### config.mk
export PLATFORM = sky130hd
export DESIGN_NAME = access_log_to_tsv_converter
export DESIGN_NICKNAME = d
export VERILOG_FILES = /design/src/rtl/core/altc_pkg.sv /design/src/rtl/core/altc_front.sv /design/src/rtl/core/altc_cmd_queue.sv /design/src/rtl/core/altc_back.sv /design/src/rtl/core/access_log_to_tsv_converter.sv
export SDC_FILE = /design/constraint.sdc
export NUM_CORES = 1
export LEC_CHECK = 0
export BUFFER_PORTS_ARGS = -buffer_cell sky130_fd_sc_hd__buf_4
export CORE_MARGIN = 3
export CORE_UTILIZATION = 50
export DETAILED_ROUTE_END_ITERATION = 6
export PLACE_DENSITY = 0.71
export SYNTH_ARGS = -nofsm -noshare
export SYNTH_HDL_FRONTEND = slang
export SYNTH_HIERARCHICAL = 1
export SYNTH_SLANG_ARGS = --single-unit
### constraint.sdc
create_clock -name clk -period 5.59 [get_ports clk]
set_input_delay 0.2795 -clock clk [delete_from_list [all_inputs] [get_ports clk]]
set_output_delay 0.2795 -clock clk [all_outputs]
set_load 0.05 [all_outputs]
### src/rtl/core/altc_pkg.sv
// Shared types and constants of the access-log to TSV converter.
// Depends on nothing; used by the parser, command queue, emitter and top level.
`timescale 1ns / 1ps
`default_nettype none
package altc_pkg;

  localparam int MAX_LINE_DEF = 4096;
  localparam int CQ_DEPTH     = 4;
  localparam int CQ_AW        = 2;

  localparam logic [1:0] ERR_LAYOUT = 2'd0;
  localparam logic [1:0] ERR_LONG   = 2'd1;
  localparam logic [1:0] ERR_DATE   = 2'd2;
  localparam logic [1:0] ERR_MONTH  = 2'd3;

  localparam logic [4:0] STAMP_LAST = 5'd24;

  typedef enum logic [1:0] {
    CMD_BYTE,
    CMD_ERR,
    CMD_STAMP
  } cmd_kind_t;

  // Timestamp fields: year, day, time and offset held as BCD digits, the month as an index from 0 to 11.
  typedef struct packed {
    logic [15:0] year;
    logic [3:0]  mon;
    logic [7:0]  day;
    logic [7:0]  hour;
    logic [7:0]  min;
    logic [7:0]  sec;
    logic        neg;
    logic [15:0] off;
  } stamp_t;

  typedef struct packed {
    cmd_kind_t  kind;
    logic [7:0] data;
    logic [1:0] code;
    stamp_t     stamp;
  } cmd_t;

  typedef struct packed {
    logic empty;
    logic full;
  } cq_stat_t;

  function automatic logic [23:0] month_name(input logic [3:0] idx);
    logic [23:0] n;
    unique case (idx)
      4'd0:    n = "Jan";
      4'd1:    n = "Feb";
      4'd2:    n = "Mar";
      4'd3:    n = "Apr";
      4'd4:    n = "May";
      4'd5:    n = "Jun";
      4'd6:    n = "Jul";
      4'd7:    n = "Aug";
      4'd8:    n = "Sep";
      4'd9:    n = "Oct";
      4'd10:   n = "Nov";
      4'd11:   n = "Dec";
      default: n = 24'h0;
    endcase
    return n;
  endfunction

endpackage
`default_nettype wire

### src/rtl/core/altc_front.sv
// Front end: parses log bytes and issues one command per byte at most.
// Depends on altc_pkg.
`timescale 1ns / 1ps
`default_nettype none
module altc_front #(
  parameter int MAX_LINE = altc_pkg::MAX_LINE_DEF
) (
  input  wire logic          clk,
  input  wire logic          rst_n,
  input  wire logic          take,
  input  wire logic [7:0]    byte_in,
  output altc_pkg::cmd_t     cmd,
  output logic               cmd_push
);
  import altc_pkg::*;

  localparam int LEN_W = $clog2(MAX_LINE);

  typedef enum logic [4:0] {
    PH_START, PH_HOST, PH_GAP_IDENT, PH_IDENT, PH_GAP_USER, PH_USER,
    PH_GAP_TIME, PH_DAY, PH_MON, PH_YEAR, PH_HOUR, PH_MIN, PH_SEC,
    PH_OFF_LEAD, PH_OFF_DIG, PH_GAP_REQ, PH_REQ, PH_GAP_STATUS, PH_STATUS,
    PH_GAP_BYTES, PH_BYTES, PH_GAP_REF, PH_REF, PH_GAP_AGENT, PH_AGENT, PH_EOL
  } phase_t;

  phase_t             phase_r, phase_nxt;
  logic [LEN_W-1:0]   len_r, len_nxt;
  logic [2:0]         dc_r, dc_nxt;
  stamp_t             st_r, st_nxt;
  logic [7:0]         mc0_r, mc0_nxt, mc1_r, mc1_nxt;
  logic               mbad_r, mbad_nxt;
  logic               halted_r, halted_nxt;

  logic               em, fl, bu;
  logic [7:0]         em_b;
  logic [1:0]         fl_c;
  logic               blank, digit, nl, nul;
  logic [3:0]         d;
  logic               m_hit;
  logic [3:0]         m_idx;

  assign blank = (byte_in == 8'h20) || (byte_in == 8'h09) || (byte_in == 8'h0B) ||
                 (byte_in == 8'h0C) || (byte_in == 8'h0D);
  assign digit = (byte_in >= 8'h30) && (byte_in <= 8'h39);
  assign nl    = (byte_in == 8'h0A);
  assign nul   = (byte_in == 8'h00);
  assign d     = byte_in[3:0];

  always_comb begin
    m_hit = 1'b0;
    m_idx = 4'd0;
    for (int i = 0; i < 12; i++) begin
      if (month_name(4'(i)) == {mc0_r, mc1_r, byte_in}) begin
        m_hit = 1'b1;
        m_idx = 4'(i);
      end
    end
  end

  always_comb begin
    phase_nxt  = phase_r;
    len_nxt    = len_r;
    dc_nxt     = dc_r;
    st_nxt     = st_r;
    mc0_nxt    = mc0_r;
    mc1_nxt    = mc1_r;
    mbad_nxt   = mbad_r;
    halted_nxt = halted_r;
    em = 1'b0; em_b = 8'h00; fl = 1'b0; fl_c = ERR_LAYOUT; bu = 1'b0;

    if (take && !halted_r) begin
      if (!nl && (len_r >= LEN_W'(MAX_LINE - 2))) begin
        fl = 1'b1; fl_c = ERR_LONG;
      end else begin
        len_nxt = nl ? '0 : len_r + 1'b1;
        unique case (phase_r)
          PH_START: begin
            if (nl) begin
              em = 1'b1; em_b = 8'h0A;
            end else if (nul) begin
              fl = 1'b1;
            end else if (blank) begin
              em = 1'b1; em_b = 8'h09; phase_nxt = PH_GAP_IDENT;
            end else begin
              em = 1'b1; em_b = byte_in; phase_nxt = PH_HOST;
            end
          end
          PH_HOST, PH_IDENT, PH_USER, PH_STATUS, PH_BYTES: begin
            if (nl || nul) fl = 1'b1;
            else if (blank) begin
              em = 1'b1; em_b = 8'h09;
              unique case (phase_r)
                PH_HOST:   phase_nxt = PH_GAP_IDENT;
                PH_IDENT:  phase_nxt = PH_GAP_USER;
                PH_USER:   phase_nxt = PH_GAP_TIME;
                PH_STATUS: phase_nxt = PH_GAP_BYTES;
                default:   phase_nxt = PH_GAP_REF;
              endcase
            end else begin
              em = 1'b1; em_b = byte_in;
            end
          end
          PH_GAP_IDENT, PH_GAP_USER, PH_GAP_STATUS, PH_GAP_BYTES: begin
            if (nl || nul) fl = 1'b1;
            else if (!blank) begin
              em = 1'b1; em_b = byte_in;
              unique case (phase_r)
                PH_GAP_IDENT:  phase_nxt = PH_IDENT;
                PH_GAP_USER:   phase_nxt = PH_USER;
                PH_GAP_STATUS: phase_nxt = PH_STATUS;
                default:       phase_nxt = PH_BYTES;
              endcase
            end
          end
          PH_GAP_TIME: begin
            if (byte_in == "[") begin
              st_nxt = '0; dc_nxt = '0; mc0_nxt = '0; mc1_nxt = '0;
              mbad_nxt = 1'b0; phase_nxt = PH_DAY;
            end else if (!blank) fl = 1'b1;
          end
          PH_DAY, PH_HOUR, PH_MIN: begin
            if (digit && dc_r < 3'd2) begin
              dc_nxt = dc_r + 1'b1;
              unique case (phase_r)
                PH_DAY:  st_nxt.day  = {st_r.day[3:0], d};
                PH_HOUR: st_nxt.hour = {st_r.hour[3:0], d};
                default: st_nxt.min  = {st_r.min[3:0], d};
              endcase
            end else if (byte_in == ((phase_r == PH_DAY) ? 8'h2F : 8'h3A) &&
                         dc_r >= 3'd1) begin
              dc_nxt = '0;
              unique case (phase_r)
                PH_DAY:  phase_nxt = PH_MON;
                PH_HOUR: phase_nxt = PH_MIN;
                default: phase_nxt = PH_SEC;
              endcase
            end else begin
              fl = 1'b1; fl_c = ERR_DATE;
            end
          end
          PH_YEAR: begin
            if (digit && dc_r < 3'd4) begin
              dc_nxt = dc_r + 1'b1; st_nxt.year = {st_r.year[11:0], d};
            end else if (byte_in == ":" && dc_r >= 3'd4) begin
              dc_nxt = '0; phase_nxt = PH_HOUR;
            end else begin
              fl = 1'b1; fl_c = ERR_DATE;
            end
          end
          PH_MON: begin
            if (dc_r == 3'd0 && blank) begin
              // leading blanks before the month name are skipped
            end else if (dc_r < 3'd3 && !nul && !nl && !blank) begin
              dc_nxt = dc_r + 1'b1;
              if (dc_r == 3'd0) begin
                mc0_nxt = byte_in; mc1_nxt = 8'h00;
              end else if (dc_r == 3'd1) begin
                mc1_nxt = byte_in;
              end else begin
                mbad_nxt = !m_hit; st_nxt.mon = m_idx;
              end
            end else if (dc_r == 3'd3 && byte_in == "/") begin
              dc_nxt = '0; phase_nxt = PH_YEAR;
            end else begin
              fl = 1'b1; fl_c = ERR_DATE;
            end
          end
          PH_SEC, PH_OFF_LEAD: begin
            if (phase_r == PH_SEC && digit && dc_r < 3'd2) begin
              dc_nxt = dc_r + 1'b1; st_nxt.sec = {st_r.sec[3:0], d};
            end else if (phase_r == PH_SEC && dc_r == 3'd0) begin
              fl = 1'b1; fl_c = ERR_DATE;
            end else begin
              // end of the seconds falls straight into the offset lead-in
              dc_nxt = '0; phase_nxt = PH_OFF_LEAD;
              if (blank) begin
              end else if (byte_in == "+" || byte_in == "-") begin
                st_nxt.neg = (byte_in == "-"); phase_nxt = PH_OFF_DIG;
              end else if (digit) begin
                st_nxt.off = {12'h000, d}; dc_nxt = 3'd1; phase_nxt = PH_OFF_DIG;
              end else begin
                fl = 1'b1; fl_c = ERR_DATE;
              end
            end
          end
          PH_OFF_DIG: begin
            if (digit) begin
              if (dc_r < 3'd4) begin
                dc_nxt = dc_r + 1'b1; st_nxt.off = {st_r.off[11:0], d};
              end else begin
                fl = 1'b1; fl_c = ERR_DATE;
              end
            end else if (dc_r == 3'd0) begin
              fl = 1'b1; fl_c = ERR_DATE;
            end else if (mbad_r) begin
              fl = 1'b1; fl_c = ERR_MONTH;
            end else if (byte_in == "]") begin
              bu = 1'b1; dc_nxt = '0; phase_nxt = PH_GAP_REQ;
            end else fl = 1'b1;
          end
          PH_GAP_REQ, PH_GAP_REF, PH_GAP_AGENT: begin
            if (byte_in == 8'h22) begin
              unique case (phase_r)
                PH_GAP_REQ: phase_nxt = PH_REQ;
                PH_GAP_REF: phase_nxt = PH_REF;
                default:    phase_nxt = PH_AGENT;
              endcase
            end else if (!blank) fl = 1'b1;
          end
          PH_REQ, PH_REF, PH_AGENT: begin
            if (byte_in == 8'h22) begin
              // the agent's closing quote brings no tab
              em = (phase_r != PH_AGENT); em_b = 8'h09;
              unique case (phase_r)
                PH_REQ:  phase_nxt = PH_GAP_STATUS;
                PH_REF:  phase_nxt = PH_GAP_AGENT;
                default: phase_nxt = PH_EOL;
              endcase
            end else if (nl || nul) fl = 1'b1;
            else begin
              em = 1'b1; em_b = byte_in;
            end
          end
          PH_EOL: begin
            if (nl) begin
              em = 1'b1; em_b = 8'h0A; phase_nxt = PH_START;
            end else fl = 1'b1;
          end
          default: fl = 1'b1;
        endcase
      end
    end
    if (fl) halted_nxt = 1'b1;
  end

  always_comb begin
    cmd_push   = em || fl || bu;
    cmd.kind   = fl ? CMD_ERR : (bu ? CMD_STAMP : CMD_BYTE);
    cmd.data   = em_b;
    cmd.code   = fl_c;
    cmd.stamp  = st_r;
  end

  always_ff @(posedge clk) begin
    if (!rst_n) begin
      phase_r  <= PH_START;
      len_r    <= '0;
      dc_r     <= '0;
      st_r     <= '0;
      mc0_r    <= '0;
      mc1_r    <= '0;
      mbad_r   <= 1'b0;
      halted_r <= 1'b0;
    end else begin
      phase_r  <= phase_nxt;
      len_r    <= len_nxt;
      dc_r     <= dc_nxt;
      st_r     <= st_nxt;
      mc0_r    <= mc0_nxt;
      mc1_r    <= mc1_nxt;
      mbad_r   <= mbad_nxt;
      halted_r <= halted_nxt;
    end
  end

endmodule
`default_nettype wire

### src/rtl/core/altc_cmd_queue.sv
// Short command queue between parser and emitter.
// Depends on altc_pkg.
`timescale 1ns / 1ps
`default_nettype none
module altc_cmd_queue (
  input  wire logic          clk,
  input  wire logic          rst_n,
  input  wire logic          push,
  input  wire altc_pkg::cmd_t din,
  input  wire logic          pop,
  output altc_pkg::cmd_t     dout,
  output altc_pkg::cq_stat_t stat
);
  import altc_pkg::*;

  cmd_t               mem_r [CQ_DEPTH];
  logic [CQ_AW-1:0]   wp_r, wp_nxt, rp_r, rp_nxt;
  logic [CQ_AW:0]     cnt_r, cnt_nxt;
  logic               do_push, do_pop;

  assign stat.empty = (cnt_r == '0);
  assign stat.full  = (cnt_r == (CQ_AW+1)'(CQ_DEPTH));
  assign do_push    = push && !stat.full;
  assign do_pop     = pop && !stat.empty;
  assign dout       = mem_r[rp_r];

  always_comb begin
    wp_nxt  = do_push ? wp_r + 1'b1 : wp_r;
    rp_nxt  = do_pop ? rp_r + 1'b1 : rp_r;
    cnt_nxt = cnt_r + (CQ_AW+1)'(do_push) - (CQ_AW+1)'(do_pop);
  end

  always_ff @(posedge clk) begin
    if (do_push) mem_r[wp_r] <= din;
    if (!rst_n) begin
      wp_r  <= '0;
      rp_r  <= '0;
      cnt_r <= '0;
    end else begin
      wp_r  <= wp_nxt;
      rp_r  <= rp_nxt;
      cnt_r <= cnt_nxt;
    end
  end

endmodule
`default_nettype wire

### src/rtl/core/altc_back.sv
// Back end: expands commands into result bytes and holds the output register.
// Depends on altc_pkg.
`timescale 1ns / 1ps
`default_nettype none
module altc_back (
  input  wire logic          clk,
  input  wire logic          rst_n,
  input  wire altc_pkg::cmd_t cmd,
  input  wire logic          cmd_avail,
  output logic               cmd_pop,
  input  wire logic          res_pop,
  output logic               res_valid,
  output logic [7:0]         res_byte,
  output logic               res_err,
  output logic [1:0]         res_code,
  output logic               res_last
);
  import altc_pkg::*;

  logic [4:0] idx_r, idx_nxt;
  logic       val_r, val_nxt;
  logic [7:0] byte_r, byte_nxt;
  logic       err_r, err_nxt, last_r, last_nxt;
  logic [1:0] code_r, code_nxt;
  logic       adv, done;
  logic [7:0] sb, mon_bcd;
  stamp_t     s;

  function automatic logic [7:0] dig(input logic [3:0] n);
    return {4'h3, n};
  endfunction

  assign s       = cmd.stamp;
  assign mon_bcd = (s.mon >= 4'd9) ? {4'h1, s.mon - 4'd9} : {4'h0, s.mon + 4'd1};

  always_comb begin
    unique case (idx_r)
      5'd0:    sb = dig(s.year[15:12]);
      5'd1:    sb = dig(s.year[11:8]);
      5'd2:    sb = dig(s.year[7:4]);
      5'd3:    sb = dig(s.year[3:0]);
      5'd4:    sb = "-";
      5'd5:    sb = dig(mon_bcd[7:4]);
      5'd6:    sb = dig(mon_bcd[3:0]);
      5'd7:    sb = "-";
      5'd8:    sb = dig(s.day[7:4]);
      5'd9:    sb = dig(s.day[3:0]);
      5'd10:   sb = "T";
      5'd11:   sb = dig(s.hour[7:4]);
      5'd12:   sb = dig(s.hour[3:0]);
      5'd13:   sb = ":";
      5'd14:   sb = dig(s.min[7:4]);
      5'd15:   sb = dig(s.min[3:0]);
      5'd16:   sb = ":";
      5'd17:   sb = dig(s.sec[7:4]);
      5'd18:   sb = dig(s.sec[3:0]);
      5'd19:   sb = (s.neg && s.off != 16'h0) ? "-" : "+";
      5'd20:   sb = dig(s.off[15:12]);
      5'd21:   sb = dig(s.off[11:8]);
      5'd22:   sb = dig(s.off[7:4]);
      5'd23:   sb = dig(s.off[3:0]);
      default: sb = 8'h09;
    endcase
  end

  always_comb begin
    adv      = !val_r || res_pop;
    done     = (cmd.kind != CMD_STAMP) || (idx_r == STAMP_LAST);
    cmd_pop  = adv && cmd_avail && done;
    idx_nxt  = idx_r;
    val_nxt  = val_r;
    byte_nxt = byte_r;
    err_nxt  = err_r;
    code_nxt = code_r;
    last_nxt = last_r;
    if (adv) begin
      val_nxt = cmd_avail;
      if (cmd_avail) begin
        idx_nxt  = done ? 5'd0 : idx_r + 5'd1;
        last_nxt = done;
        err_nxt  = (cmd.kind == CMD_ERR);
        code_nxt = (cmd.kind == CMD_ERR) ? cmd.code : ERR_LAYOUT;
        unique case (cmd.kind)
          CMD_BYTE:  byte_nxt = cmd.data;
          CMD_STAMP: byte_nxt = sb;
          default:   byte_nxt = 8'h00;
        endcase
      end
    end
  end

  assign res_valid = val_r;
  assign res_byte  = byte_r;
  assign res_err   = err_r;
  assign res_code  = code_r;
  assign res_last  = last_r;

  always_ff @(posedge clk) begin
    byte_r <= byte_nxt;
    err_r  <= err_nxt;
    code_r <= code_nxt;
    last_r <= last_nxt;
    if (!rst_n) begin
      idx_r <= '0;
      val_r <= 1'b0;
    end else begin
      idx_r <= idx_nxt;
      val_r <= val_nxt;
    end
  end

endmodule
`default_nettype wire

### src/rtl/core/access_log_to_tsv_converter.sv
// Top level of the access-log to TSV converter: parser, command queue, emitter.
// Depends on altc_pkg, altc_front, altc_cmd_queue and altc_back.
//
//   Channel  Handshake          Payload
//   input    in_push / in_full  in_byte
//   result   out_pop / out_empty out_byte, out_is_error, out_error_code, out_last
//
// Each input byte yields at most one command from the parser.
// A text or error command gives one result; a timestamp command gives 25
// results, paced by the emitter's output register.
// Reset is synchronous and clears all control state; no clearing pass is needed.
// A full command queue raises in_full; a result not popped holds the emitter.
`timescale 1ns / 1ps
`default_nettype none
module access_log_to_tsv_converter #(
  parameter int MAX_LINE = altc_pkg::MAX_LINE_DEF
) (
  input  wire logic       clk,
  input  wire logic       rst_n,
  input  wire logic       in_push,
  output logic            in_full,
  input  wire logic [7:0] in_byte,
  output logic            out_empty,
  input  wire logic       out_pop,
  output logic [7:0]      out_byte,
  output logic            out_is_error,
  output logic [1:0]      out_error_code,
  output logic            out_last
);
  import altc_pkg::*;

  // Commands from the parser and the queue's view of itself.
  cmd_t     f_cmd, q_cmd;
  logic     f_push, b_pop, res_valid;
  cq_stat_t q_stat;

  // The parser sees a byte only when the request is taken.
  altc_front #(.MAX_LINE(MAX_LINE)) u_front (
    .clk      (clk),
    .rst_n    (rst_n),
    .take     (in_push && !q_stat.full),
    .byte_in  (in_byte),
    .cmd      (f_cmd),
    .cmd_push (f_push)
  );

  altc_cmd_queue u_queue (
    .clk   (clk),
    .rst_n (rst_n),
    .push  (f_push),
    .din   (f_cmd),
    .pop   (b_pop),
    .dout  (q_cmd),
    .stat  (q_stat)
  );

  // The emitter holds each result in its output register until it is popped.
  altc_back u_back (
    .clk       (clk),
    .rst_n     (rst_n),
    .cmd       (q_cmd),
    .cmd_avail (!q_stat.empty),
    .cmd_pop   (b_pop),
    .res_pop   (out_pop),
    .res_valid (res_valid),
    .res_byte  (out_byte),
    .res_err   (out_is_error),
    .res_code  (out_error_code),
    .res_last  (out_last)
  );

  assign in_full   = q_stat.full;
  assign out_empty = !res_valid;

endmodule
`default_nettype wire

---- Yosys cells after proc, flatten, opt, wreduce, memory -nomap -nowiden ----
Memories as Yosys holds them, arrays and structs flattened. A register that Yosys moved wholly into a read port is not among the register bits.
Index checks and enable logic that the tools add are counted.
operators by class
  equality and inequality tests ........... 130
  add/sub/neg operators ................... 9
  bitwise operators ....................... 2
  order comparisons ....................... 9
  reductions and logical operators ........ 77
  multipliers ............................. 0
  shifts and indexed selects .............. 0
  div/mod/pow operators ................... 0
  multiplexer cells ....................... 203
operators with widths
  kind                  number
  $eq 23x24->1 const A  12
  $mux 8                22
  $pmux 8 s22           1
  $mux 5                28
  $eq 5x5->1 const B    19
  $eq 5x4->1 const B    16
  $mux 16               5
  $mux 69               1
  $mux 3                22
  $mux 1                64
  $pmux 5 s12           1
  $mux 2                26
  $mux 17               3
  $eq 8x6->1 const B    6
  $pmux 16 s3           1
  $pmux 24 s2           1
  $pmux 8 s2            3
  $eq 5x3->1 const B    8
  $eq 8x4->1 const B    5
  $ne 2x1->1 const B    20
  $ne 2x2->1 const B    20
  $pmux 8 s5            1
  $mux 4                9
  $pmux 16 s2           1
  other kinds (67)      135
storage, ports and cells
  output and inout bits ................... 14
  memories kept ........................... 1
  logic and storage cells ................. 455
  input port bits ......................... 12
  latch bits .............................. 0
  memory bits (writable) .................. 324
  register bits ........................... 132
  bits in read-only memories .............. 0
memory list
  name           depth  bits a word  read ports  clocked after Yosys merged registers in  write ports  line                  RTL
  u_queue.mem_r  4      81           1           1                                        1            altc_cmd_queue.sv:16  cmd_t mem_r [CQ_DEPTH];

---- Logic depth before layout (Yosys ltp) ----
Gate-level depths: netlist of the first run.
  depth after elaboration ................. 19
  mapped depth ............................ 20
  mapped depth without buffers ............ 18

---- Cells and area by module ----
Netlist of the first run, hierarchy kept.
by module, submodules not included
  module                       area each (µm²)  cells an instance  sequential area each (µm²)  instances
  altc_cmd_queue               12258.0          474                9909.5                      1
  altc_front                   6505.0           845                2142.1                      1
  altc_back                    1815.5           228                480.5                       1
  access_log_to_tsv_converter  21.3             3                  0.0                         1

---- Worst setup path before layout of the first run ----
Ideal clock, no wire load.
  path kind ............................... input to register
  start ................................... input in_byte[3]
  end ..................................... memory u_queue/mem_r[0][0] (netlist bit) (enable)
  data required time ...................... 5.142 ns
  cell stages on the path ................. 12
  setup time .............................. 0.448 ns
  setup slack ............................. 1.011 ns
  buffers on the path ..................... 3
  arrival ................................. 4.131 ns
  path through ............................ buf_2 and4bb_1 a211o_1 and2_4 buf_6 a2111oi_0 o21ai_0 a221o_1 o211ai_1 nor2b_1 buf_2 and2_1
between the ends
  cells in the longest elaborated chain, start to end .. 17
  elaborated cells between the ends (all ways) .. 87
  those cells by class .................... order compare: 2; eq/ne: 14; mux: 45; reduce/logical: 26
ends and longest elaborated chain
  item                                                 line                               RTL
  from (decl)                                          access_log_to_tsv_converter.sv:22  input wire logic [7:0] in_byte,
  branches (longest 13 deep; another with $ge 8x6->1)  -
  $logic_or 1x1->1 *                                   altc_front.sv:237                  cmd_push = em || fl || bu;
  net f_push                                           access_log_to_tsv_converter.sv:34  logic f_push, b_pop, res_valid;
  $logic_and 1x1->1 *                                  altc_cmd_queue.sv:23               assign do_push = push && !stat.full;
  $mux 1 *                                             altc_cmd_queue.sv:34               if (do_push) mem_r[wp_r] <= din;
  $mux 1 (implied by the code) *                       altc_cmd_queue.sv:34
  to (decl)                                            altc_cmd_queue.sv:16
Mark *: on every way through the listed nets, which the timed path passes.

---- Final worst setup path of the first run ----
  start ................................... register u_front.phase_r[1]
  end ..................................... register u_queue.cnt_r[2]
between the ends
  cells in the longest elaborated chain, start to end .. 14
  elaborated cells between the ends (all ways) .. 59
  those cells by class .................... add/sub: 2; eq/ne: 27; mux: 15; reduce/logical: 15
ends and longest elaborated chain
  item                    line                                 RTL
  from (decl)             altc_front.sv:26                     phase_t phase_r, phase_nxt;
  from (signal assigned)  altc_front.sv:255                    phase_r <= phase_nxt;
  $eq 5x3->1              altc_front.sv:76, altc_front.sv:129
  $mux 5                  altc_front.sv:129                    end else if (byte_in == ((phase_r == PH_DAY) ? 8'h2F : 8'h3A) &&
  $eq 8x8->1              altc_front.sv:129
  $logic_and 1x1->1       altc_front.sv:129
  $mux 1                  altc_front.sv:129
  $mux 1                  altc_front.sv:122                    if (digit && dc_r < 3'd2) begin
  $pmux 1 s11             altc_front.sv:76                     unique case (phase_r)
  $mux 1                  altc_front.sv:72                     if (!nl && (len_r >= LEN_W'(MAX_LINE - 2))) begin
  $mux 1                  altc_front.sv:71                     if (take && !halted_r) begin
  $logic_or 1x1->1        altc_front.sv:237
  $logic_or 1x1->1 *      altc_front.sv:237
  net f_push              access_log_to_tsv_converter.sv:34
  $logic_and 1x1->1 *     altc_cmd_queue.sv:23
  $add 3x1->3 *           altc_cmd_queue.sv:30                 cnt_nxt = cnt_r + (CQ_AW+1)'(do_push) - (CQ_AW+1)'(do_pop);
  $sub 3x1->3 *           altc_cmd_queue.sv:30
  to (signal assigned)    altc_cmd_queue.sv:42                 cnt_r <= cnt_nxt;
  to (decl)               altc_cmd_queue.sv:18                 logic [CQ_AW:0] cnt_r, cnt_nxt;
Mark *: on every way through the listed nets, which the timed path passes. The rest lies on a longest branch.
A chain may end at the register's enable or synchronous reset.

==> run_results.csv, run 1 <==
group,metric,value,unit
global_routing,grt_start_max_net_pins,84,
detailed_routing,ant_nets,0,
setup_path,cpPeakStageDelay,0.67,ns
setup_path,r2r-end,"u_queue/cnt_r[2]",
yosys,synthCells,1550,
floorplanning,core_area,40200,um2
setup_path,startpoint_type,"register",
global_routing,antenna_found_initial,1,
detailed_routing,wl_per_cell,23.8,um
sta,setup_viol,0,
pwr,swShare,0.297,
sta,hold_viol,0,
clock_tree,clk_pin_slew,0.07,ns
clock_tree,clock_sinks,458,
clock_tree,cts_resized,0,
yosys,seq_area_frac_synth,0.608,
detailed_routing,drc,1,
global_routing,grt_overflow,0,
placed_design,portBuffers,25,
sta,max_freq,210,MHz
pwr,p_total,0.00993,W
global_routing,grt_pass1_vias,12812,
setup_path,path_depth,16,
detailed_routing,drt_iter0_drc,1352,
floorplanning,start_util,0.513,
yosys,synth_warnings,6,
setup_path,path_cells,"nor2b_1, nand2_1, a21oi_1, o21ai_0, nand3_1, nor4_1, o211ai_1, nor2b_1, inv_1, ha_1, inv_1, ha_1, fa_1, xnor2_1, xnor2_1, and2_1",
pwr,peakVddDrop,0.000286,V
pwr,power_density,437,nW/um2
setup_path,r2r_cells,16,
detailed_routing,viasPerCell,6.26,
yosys,synth_fp_nets,1583,
detailed_routing,drt_pre_antenna_iters,7,
setup_path,reg2reg_slack,0.82,ns
worst_hold_path,min_path_type,"primary input to register",
setup_path,arrival,5.22,ns
setup_path,path_max_fanout,16,
detailed_routing,via_count,13300,
placed_design,gp_congestion,0.947,
sta,skew,0.0224,ns
final_layout,final_cell_mix,"edfxtp_1, nand2_1, dfxtp_1",
final_layout,num-nets-final,1595,
yosys,synth_top_cell_by_area,"edfxtp_1",
setup_path,end_kind,"register",
floorplanning,die-area,43700,um2
setup_path,cpMaxStageDelayCell,"dfxtp_1",
global_routing,grt_first_pass_wirelength,78000,um
final_layout,area_growth_syn_to_layout,10.4,%
worst_hold_path,hold_path_depth,3,
pwr,p_seq_frac,0.439,
yosys,ys_ff_latch,458,
sta,max_slew_margin,0.169,
sta,rsz0062_at_grt,"false",
final_layout,antenna_cells,0,
sta,tightest_slew,1.23,ns
sta,setup_tns,0,ns
yosys,yosys.area.top_type_share,0.490,
pwr,p_int,0.00698,W
clock_tree,insertion_delay,0.57,ns
setup_path,crit_family,"simple AND/OR/NAND/NOR gates",
yosys,syn_area,20600,um2
clock_tree,h-tree-depth,2,
setup_path,critical_path_required,6.04,ns
floorplanning,ios,26,
sta,slew_violations,0,
outcome,status,"complete, but fails checks",
detailed_routing,wl,50600,um
setup_path,crit_buf_inv,2,
worst_hold_path,min_to,"u_front/mc0_r[6]",
pwr,p_comb_frac,0.243,
worst_hold_path,holdCritStartpoint,"in_byte[6]",
placed_design,dp_hpwl,33200,um
global_routing,groute.usage.overall,0.230,
floorplanning,die_h,209,um
pwr,switchingPower,0.00295,W
yosys,async_reset_ff_frac,0,
sta,layout_min_cycle_time,4.77,ns
final_layout,final_layout_size_suffix_gt1_frac,0.160,
setup_path,crit_type,"register to register",
yosys,synthFlopType,"edfxtp_1",
pwr,power_frac_clock,0.318,
pwr,leakagePower,7.43,nW
floorplanning,die_w,209,um
yosys,synth_edf_count,336,
final_layout,layout_commonest_cell,"edfxtp_1",
clock_tree,cts_root_buf,"clkbuf_16",
floorplanning,rows,73,
sta,period_share,0.853,
setup_path,reg2reg_from,"u_front/phase_r[1]",
clock_tree,cts_setup_buffers,0,
flow_run,cap_violations,0,
placed_design,place_area,21200,um2
yosys,synth_area_leaders,"edfxtp_1, dfxtp_1, mux4_2",
clock_tree,clockBufferDepth,3,
clock_tree,cts_buffers,46,
final_layout,stdcell_area,22700,um2
clock_tree,cts_tree,"yes",
outcome,violations,"design-rule violations",
yosys,syn_area_per_cell,13.3,um2
yosys,synth_cell_types,103,
==> registers in the layout (all words and copies together), names as in the netlist, 2 cells and up, named ones only <==
signal	count
u_queue/cnt_r	3
u_queue/wp_r	2
u_queue/mem_r	324
u_front/dc_r	3
u_queue/rp_r	2
u_back/res_byte	8
u_front/mc0_r	8
u_front/cmd	69
u_back/res_code	2
u_front/mc1_r	8
u_back/idx_r	5
u_front/phase_r	5
u_front/len_r	12
==> worst reg2reg max path: cells and delay by family, from the launching register on <==
family,cells,cell delay [ns]
xor gates and xnor gates,2,0.27
DFF,1,0.67
AOI/OAI and AO/OA,3,0.88
buffers and inverters,2,0.14
adders and majority gates,3,0.90
and+or+nand+nor,6,1.81
==> power groups by stage <==
stage,clock network [W],registers (W),logic (W)
after global placement,0,0.00440,0.00242
after global routing,0.00336,0.00440,0.00258
after detailed placement,0,0.00442,0.00242
final,0.00316,0.00436,0.00241
after CTS,0.00322,0.00436,0.00244
after floorplan,0,0.00454,0.00158
==> Yosys cell counts, types with 6 or more instances <==
master,instances
nor2b_1,26
clkbuf_1,38
buf_6,9
nand2b_1,17
nand2_1,160
and3_1,17
inv_1,30
a32oi_1,10
mux4_2,80
a21o_1,7
a22oi_1,7
a211oi_1,6
mux2i_1,23
nor4_1,15
dfxtp_1,122
xor2_1,11
o21ai_1,9
edfxtp_1,336
a31oi_1,8
o22ai_1,6
o21ai_0,31
a21oi_1,115
buf_2,28
nor2_1,77
ha_1,20
or3_1,14
nand4_1,17
o31ai_1,8
o211a_1,7
xnor2_1,8
a22o_1,7
nand3_1,81
buf_12,8
nor3_1,24
and2_1,28
==> stage by stage <==
stage               hold slack (ns)  std cells  utilization  worst slack [ns]
finish                       0.0400       2125        0.566             0.821
global route                 0.0431       2125        0.566             0.505
CTS                         0.00303       2125        0.566             0.849
detailed placement            0.461       2038        0.526             0.880
global placement              0.448       2038        0.526              1.03
floorplan                     0.433       1550            -              1.01
==> timing repair <==
action / 4_1_cts / 5_1_grt
hold endpoints to repair: 1 / 0
hold buffers: 1 / 0
endpoints found under the setup margin: 0 / 0
==> area by class of cell <==
cell class                 count  area, um2
fill                        3233      17500
sequential                   458      12500
multi-input combinational    969       7370
clock buffer                  59       1270
tap                          525        657
timing repair buffer          55        478
clock inverter                27        295
inverter                      32        120
==> metal layers <==
layer / global-route usage / part of all wire / up-vias
met5: 0 / 0 / -
met4: 0.0665 / 0.025 / 0
met3: 0.0362 / 0.070 / 92
met2: 0.367 / 0.48 / 526
met1: 0.330 / 0.42 / 6701
li1: - / - / 5981
==> worst max-delay path by stage <==
stage / slack [ns] / to / startpoint
after floorplan: 1.01 / u_queue/mem_r[0][0] / in_byte[3]
after global placement: 1.03 / u_queue/cnt_r[2] / u_front/phase_r[1]
after detailed placement: 0.88 / u_queue/cnt_r[2] / u_front/phase_r[1]
after CTS: 0.85 / u_queue/cnt_r[2] / u_front/phase_r[1]
after global routing: 0.51 / u_queue/cnt_r[2] / u_front/phase_r[1]
final: 0.82 / u_queue/cnt_r[2] / u_front/phase_r[1]
==> kinds of logic (layout without fill, tap and decap cells) <==
group | Yosys count | count (layout) | share of synthesized area
compound gates | 277 | 277 | 0.0892
flops | 458 | 458 | 0.608
buf+inv | 123 | 173 | 0.0346
mux | 111 | 111 | 0.104
fa+ha+maj | 21 | 21 | 0.0131
xor+xnor | 19 | 19 | 0.00808
simple gates | 541 | 541 | 0.142
No activity file was read; power rests on OpenSTA's default activity.
==> run 2: changes to the inputs <==
--- a/config.mk
+++ b/config.mk
@@ -8,6 +8,7 @@
 export BUFFER_PORTS_ARGS = -buffer_cell sky130_fd_sc_hd__buf_4
 export CORE_MARGIN = 3
 export CORE_UTILIZATION = 50
+export CTS_BUF_LIST = sky130_fd_sc_hd__clkbuf_8
 export DETAILED_ROUTE_END_ITERATION = 6
 export PLACE_DENSITY = 0.71
 export SYNTH_ARGS = -nofsm -noshare
==> run_results.csv, run 2 (synthesis gave the netlist of run 1 again) <==
group,metric,value,unit
global_routing,grt_overflow,0,
setup_path,cpMaxStageDelayCell,"dfxtp_1",
clock_tree,clk_pin_slew,0.06,ns
sta,slew_violations,0,
floorplanning,rows,73,
sta,setup_viol,0,
clock_tree,insertion_delay,0.62,ns
sta,max_freq,211,MHz
clock_tree,h-tree-depth,3,
pwr,leakagePower,7.50,nW
setup_path,r2r-end,"u_queue/cnt_r[2]",
pwr,peakVddDrop,0.000287,V
setup_path,critical_path_required,6.08,ns
sta,hold_viol,0,
final_layout,area_growth_syn_to_layout,9.57,%
clock_tree,cts_root_buf,"clkbuf_8",
final_layout,finalCoreUtilization,0.562,
final_layout,layout_commonest_cell,"edfxtp_1",
setup_path,reg2reg_slack,0.86,ns
clock_tree,cts_tree,"yes",
detailed_routing,wl_per_cell,23.1,um
setup_path,r2r_cells,16,
setup_path,end_kind,"register",
detailed_routing,viasPerCell,6.13,
sta,tightest_slew,1.20,ns
clock_tree,clockBufferDepth,3,
setup_path,startpoint_type,"register",
setup_path,path_depth,16,
setup_path,crit_buf_inv,2,
worst_hold_path,min_path_type,"primary input to register",
detailed_routing,via_count,13318,
detailed_routing,drt_pre_antenna_iters,5,
setup_path,reg2reg_from,"u_front/phase_r[1]",
detailed_routing,drc,0,
floorplanning,core_area,40200,um2
sta,rsz0062_at_grt,"false",
final_layout,final_layout_size_suffix_gt1_frac,0.169,
final_layout,largest_reg_flops,324,
setup_path,arrival,5.22,ns
setup_path,crit_path_end,"u_queue/cnt_r[2]",
clock_tree,cts_buffers,73,
final_layout,antenna_cells,0,
clock_tree,cts_resized,0,
setup_path,cp-startpoint,"u_front/phase_r[1]",
sta,skew,0.0292,ns
final_layout,largest-register,"u_queue/mem_r",
floorplanning,die_w,209,um
clock_tree,cts_setup_buffers,0,
clock_tree,clock_sinks,458,
worst_hold_path,hold_path_depth,3,
detailed_routing,ant_nets,0,
setup_path,cpPeakStageDelay,0.67,ns
final_layout,nFillCells,3275,
placed_design,dp_hpwl,33200,um
global_routing,grt_first_pass_wirelength,77400,um
setup_path,path_cells,"nor2b_1, nand2_1, a21oi_1, o21ai_0, nand3_1, nor4_1, o211ai_1, nor2b_1, inv_1, ha_1, inv_1, ha_1, fa_1, xnor2_1, xnor2_1, and2_1",
sta,setup_tns,0,ns
sta,max_slew_margin,0.194,
setup_path,crit_family,"simple AND/OR/NAND/NOR gates",
clock_tree,cts_hold_buffers,4,
global_routing,groute.usage.overall,0.228,
final_layout,num-nets-final,1625,
floorplanning,ios,26,
final_layout,final_cell_mix,"edfxtp_1, nand2_1, dfxtp_1",
global_routing,grt_start_max_net_pins,84,
final_layout,multi_input_area,7370,um2
sta,period_share,0.846,
pwr,p_total,0.00943,W
outcome,status,"finished clean",
placed_design,portBuffers,25,
sta,layout_min_cycle_time,4.73,ns
setup_path,path_max_fanout,16,
sta,hold_slack,0.0587,ns
pwr,power_density,418,nW/um2
floorplanning,die-area,43700,um2
flow_run,cap_violations,0,
global_routing,grt_pass1_vias,12869,
placed_design,gp_congestion,0.947,
detailed_routing,wl,50100,um
floorplanning,die_h,209,um
global_routing,antenna_found_initial,0,
floorplanning,start_util,0.513,
detailed_routing,drt_iter0_drc,1225,
final_layout,seqCellArea,12500,um2
setup_path,crit_type,"register to register",
## run 2: worst reg2reg max path: stages (launching register included)
cell and delay (ns):
dfxtp_1 0.67, nor2b_1 0.56, nand2_1 0.40, a21oi_1 0.42
o21ai_0 0.16, nand3_1 0.11, nor4_1 0.08, o211ai_1 0.27
nor2b_1 0.50, inv_1 0.10, ha_1 0.29, inv_1 0.04
ha_1 0.21, fa_1 0.40, xnor2_1 0.14, xnor2_1 0.12
and2_1 0.15
## run 2: how the worst min path moves through the flow
stage	start	end
after detailed placement	u_front/len_r[11]	u_front/len_r[11]
after CTS	in_byte[4]	u_front/mc0_r[4]
after global routing	in_byte[4]	u_front/mc0_r[4]
after global placement	u_front/len_r[11]	u_front/len_r[11]
after floorplan	rst_n	u_back/res_valid
final	in_byte[4]	u_front/mc0_r[4]
## run 2: metrics by stage
step | area [um2] | worst slack, ns | cells
floorplan | 20600 | 1.01 | 1550
global placement | 21200 | 1.03 | 2038
detailed placement | 21200 | 0.880 | 2038
CTS | 22600 | 0.854 | 2172
global route | 22600 | 0.505 | 2172
finish | 22600 | 0.859 | 2172
## run 2: power breakdown
part / switching (W) / internal, W / total, W / leakage, nW
Sequential: 0.000156 / 0.00420 / 0.00435 / 4.07
Combinational: 0.00151 / 0.000899 / 0.00241 / 2.63
Clock: 0.00127 / 0.00140 / 0.00267 / 0.802
Total: 0.00294 / 0.00649 / 0.00943 / 7.50
## run 2: area by class of cell
type | count | area share
timing repair buffer | 58 | 0.0225
sequential | 458 | 0.556
inverter | 32 | 0.00532
tap | 525 | 0.0291
multi-input combinational | 969 | 0.327
clock buffer | 82 | 0.0500
clock inverter | 48 | 0.0109
## run 2: routing by layer
layer / global-route usage / up-vias / routed length (um)
met5: 0 / - / 0
met4: 0.0716 / 0 / 1270
li1: - / 6056 / -
met1: 0.321 / 6637 / 21200
met2: 0.363 / 523 / 24100
met3: 0.0411 / 102 / 3530
==> run 3: changes to the inputs <==
==> constraint.sdc (replaced) <==
create_clock -name clk -period 4.8 [get_ports clk]
set_input_delay 0.24 -clock clk [delete_from_list [all_inputs] [get_ports clk]]
set_output_delay 0.24 -clock clk [all_outputs]
set_load 0.05 [all_outputs]
==> run_results.csv, run 3 (synthesis gave the netlist of run 1 again) <==
group,metric,value,unit
outcome,status,"finished clean",
detailed_routing,wl,51000,um
sta,max_slew_margin,0.291,
floorplanning,die-area,43700,um2
sta,rsz0062_at_grt,"false",
pwr,switchingPower,0.00340,W
setup_path,end_kind,"register",
placed_design,portBuffers,25,
final_layout,final_layout_size_suffix_gt1_frac,0.174,
final_layout,finalCoreUtilization,0.566,
pwr,p_seq_frac,0.458,
floorplanning,rows,73,
setup_path,crit_buf_inv,2,
placed_design,place_area,21200,um2
detailed_routing,wl_per_cell,23.3,um
setup_path,reg2reg_from,"u_front/phase_r[2]",
sta,slew_violations,0,
pwr,leakagePower,7.54,nW
global_routing,grt_overflow,0,
pwr,peakVddDrop,0.000325,V
sta,hold_viol,0,
placed_design,dp_hpwl,34100,um
final_layout,largest-register,"u_queue/mem_r",
final_layout,stdcell_area,22800,um2
sta,setup_viol,0,
floorplanning,start_util,0.513,
setup_path,r2r_cells,11,
final_layout,layout_commonest_cell,"edfxtp_1",
clock_tree,cts_tree,"yes",
detailed_routing,drt_pre_antenna_iters,6,
clock_tree,cts_buffers,73,
final_layout,antenna_cells,0,
detailed_routing,via_count,13362,
clock_tree,clockBufferDepth,3,
final_layout,final_cell_mix,"edfxtp_1, nand2_1, dfxtp_1",
floorplanning,die_h,209,um
sta,tightest_slew,1.06,ns
clock_tree,clock_sinks,458,
pwr,power_density,487,nW/um2
floorplanning,ios,26,
pwr,p_comb_frac,0.254,
sta,skew,0.0350,ns
final_layout,nFillCells,3258,
placed_design,place_inst,2047,
global_routing,grt_start_max_net_pins,55,
floorplanning,die_w,209,um
flow_run,cap_violations,0,
sta,setup_tns,0,ns
setup_path,crit_family,"compound AO/OA/AOI/OAI gates",
setup_path,crit_type,"register to register",
global_routing,groute.usage.overall,0.232,
clock_tree,clk_pin_slew,0.06,ns
setup_path,cpMaxStageDelayCell,"and2_4",
setup_path,path_cells,"a21oi_1, o21ai_0, o32ai_1, and3b_1, nand3_1, nor4_1, o211ai_1, nor2b_1, buf_4, and2_4, buf_12",
sta,max_freq,240,MHz
detailed_routing,viasPerCell,6.10,
final_layout,largest_reg_flops,324,
detailed_routing,drt_iter0_drc,1178,
clock_tree,insertion_delay,0.62,ns
worst_hold_path,min_path_type,"primary input to register",
pwr,p_int,0.00767,W
placed_design,gp_congestion,0.921,
final_layout,stdcell_count,2190,
setup_path,path_max_fanout,46,
setup_path,critical_path_required,5.08,ns
pwr,power_frac_clock,0.288,
setup_path,startpoint_type,"register",
global_routing,grt_pass1_vias,13107,
sta,layout_min_cycle_time,4.16,ns
clock_tree,h-tree-depth,3,
final_layout,area_growth_syn_to_layout,10.5,%
setup_path,path_depth,11,
setup_path,cpPeakStageDelay,0.63,ns
worst_hold_path,hold_path_depth,3,
detailed_routing,drc,0,
pwr,swShare,0.307,
worst_hold_path,holdCritStartpoint,"in_byte[3]",
detailed_routing,ant_nets,0,
global_routing,antenna_found_initial,0,
sta,period_share,0.867,
setup_path,cp-startpoint,"u_front/phase_r[2]",
clock_tree,cts_setup_buffers,0,
clock_tree,cts_root_buf,"clkbuf_8",
setup_path,arrival,4.45,ns
global_routing,grt_first_pass_wirelength,78700,um
final_layout,num-nets-final,1638,
floorplanning,core_area,40200,um2
[run 3: metrics by stage]
stage | power (W) | hold WS [ns] | worst slack, ns
global route | 0.0116 | 0.0676 | 0.279
finish | 0.0111 | 0.0496 | 0.637
floorplan | 0.00713 | 0.394 | 0.222
CTS | 0.0112 | 0.0151 | 0.584
detailed placement | 0.00798 | 0.462 | 0.617
global placement | 0.00794 | 0.450 | 0.652
[run 3: worst paths after layout]
path,to,slack [ns]
worst max-delay path,u_queue/mem_r[2][56],0.64
worst min-delay path,u_front/mc0_r[3],0.05
worst max register to register,u_queue/mem_r[2][56],0.64
worst min register to register,u_front/mc0_r[6],0.47
[run 3: cell type report]
cell class	count	area [um2]	share of cell area
sequential	458	12500	0.551
multi-input combinational	969	7370	0.324
clock buffer	85	1170	0.0514
tap	525	657	0.0289
timing repair buffer	71	641	0.0282
clock inverter	50	255	0.0112
inverter	32	120	0.00528
[run 3: power by group through the flow]
stage          clock, W  combinational (W)  sequential, W
2_1_floorplan         0            0.00184        0.00529
3_3_place_gp          0            0.00282        0.00512
3_5_place_dp          0            0.00283        0.00516
4_1_cts         0.00326            0.00284        0.00508
5_1_grt         0.00343            0.00301        0.00512
6_report        0.00319            0.00281        0.00507
[run 3: tightest hold or removal path, stage by stage]
cell and delay (ns):
buf_4 0.21, nand3_1 0.10, a21oi_1 0.06
[run 3: metal layers]
| metal | global-route usage | vias up | part of all wire |
|---|---|---|---|
| li1 | - | 6079 | - |
| met1 | 0.325 | 6691 | 0.43 |
| met2 | 0.382 | 502 | 0.49 |
| met3 | 0.0324 | 90 | 0.062 |
| met4 | 0.0704 | 0 | 0.022 |
| met5 | 0 | - | 0 |
[run 3: repair_timing]
action | 4_1_cts | 5_1_grt
hold endpoints to repair | 8 | 0
hold buffers | 8 | 0
gates resized for setup | 0 | 0
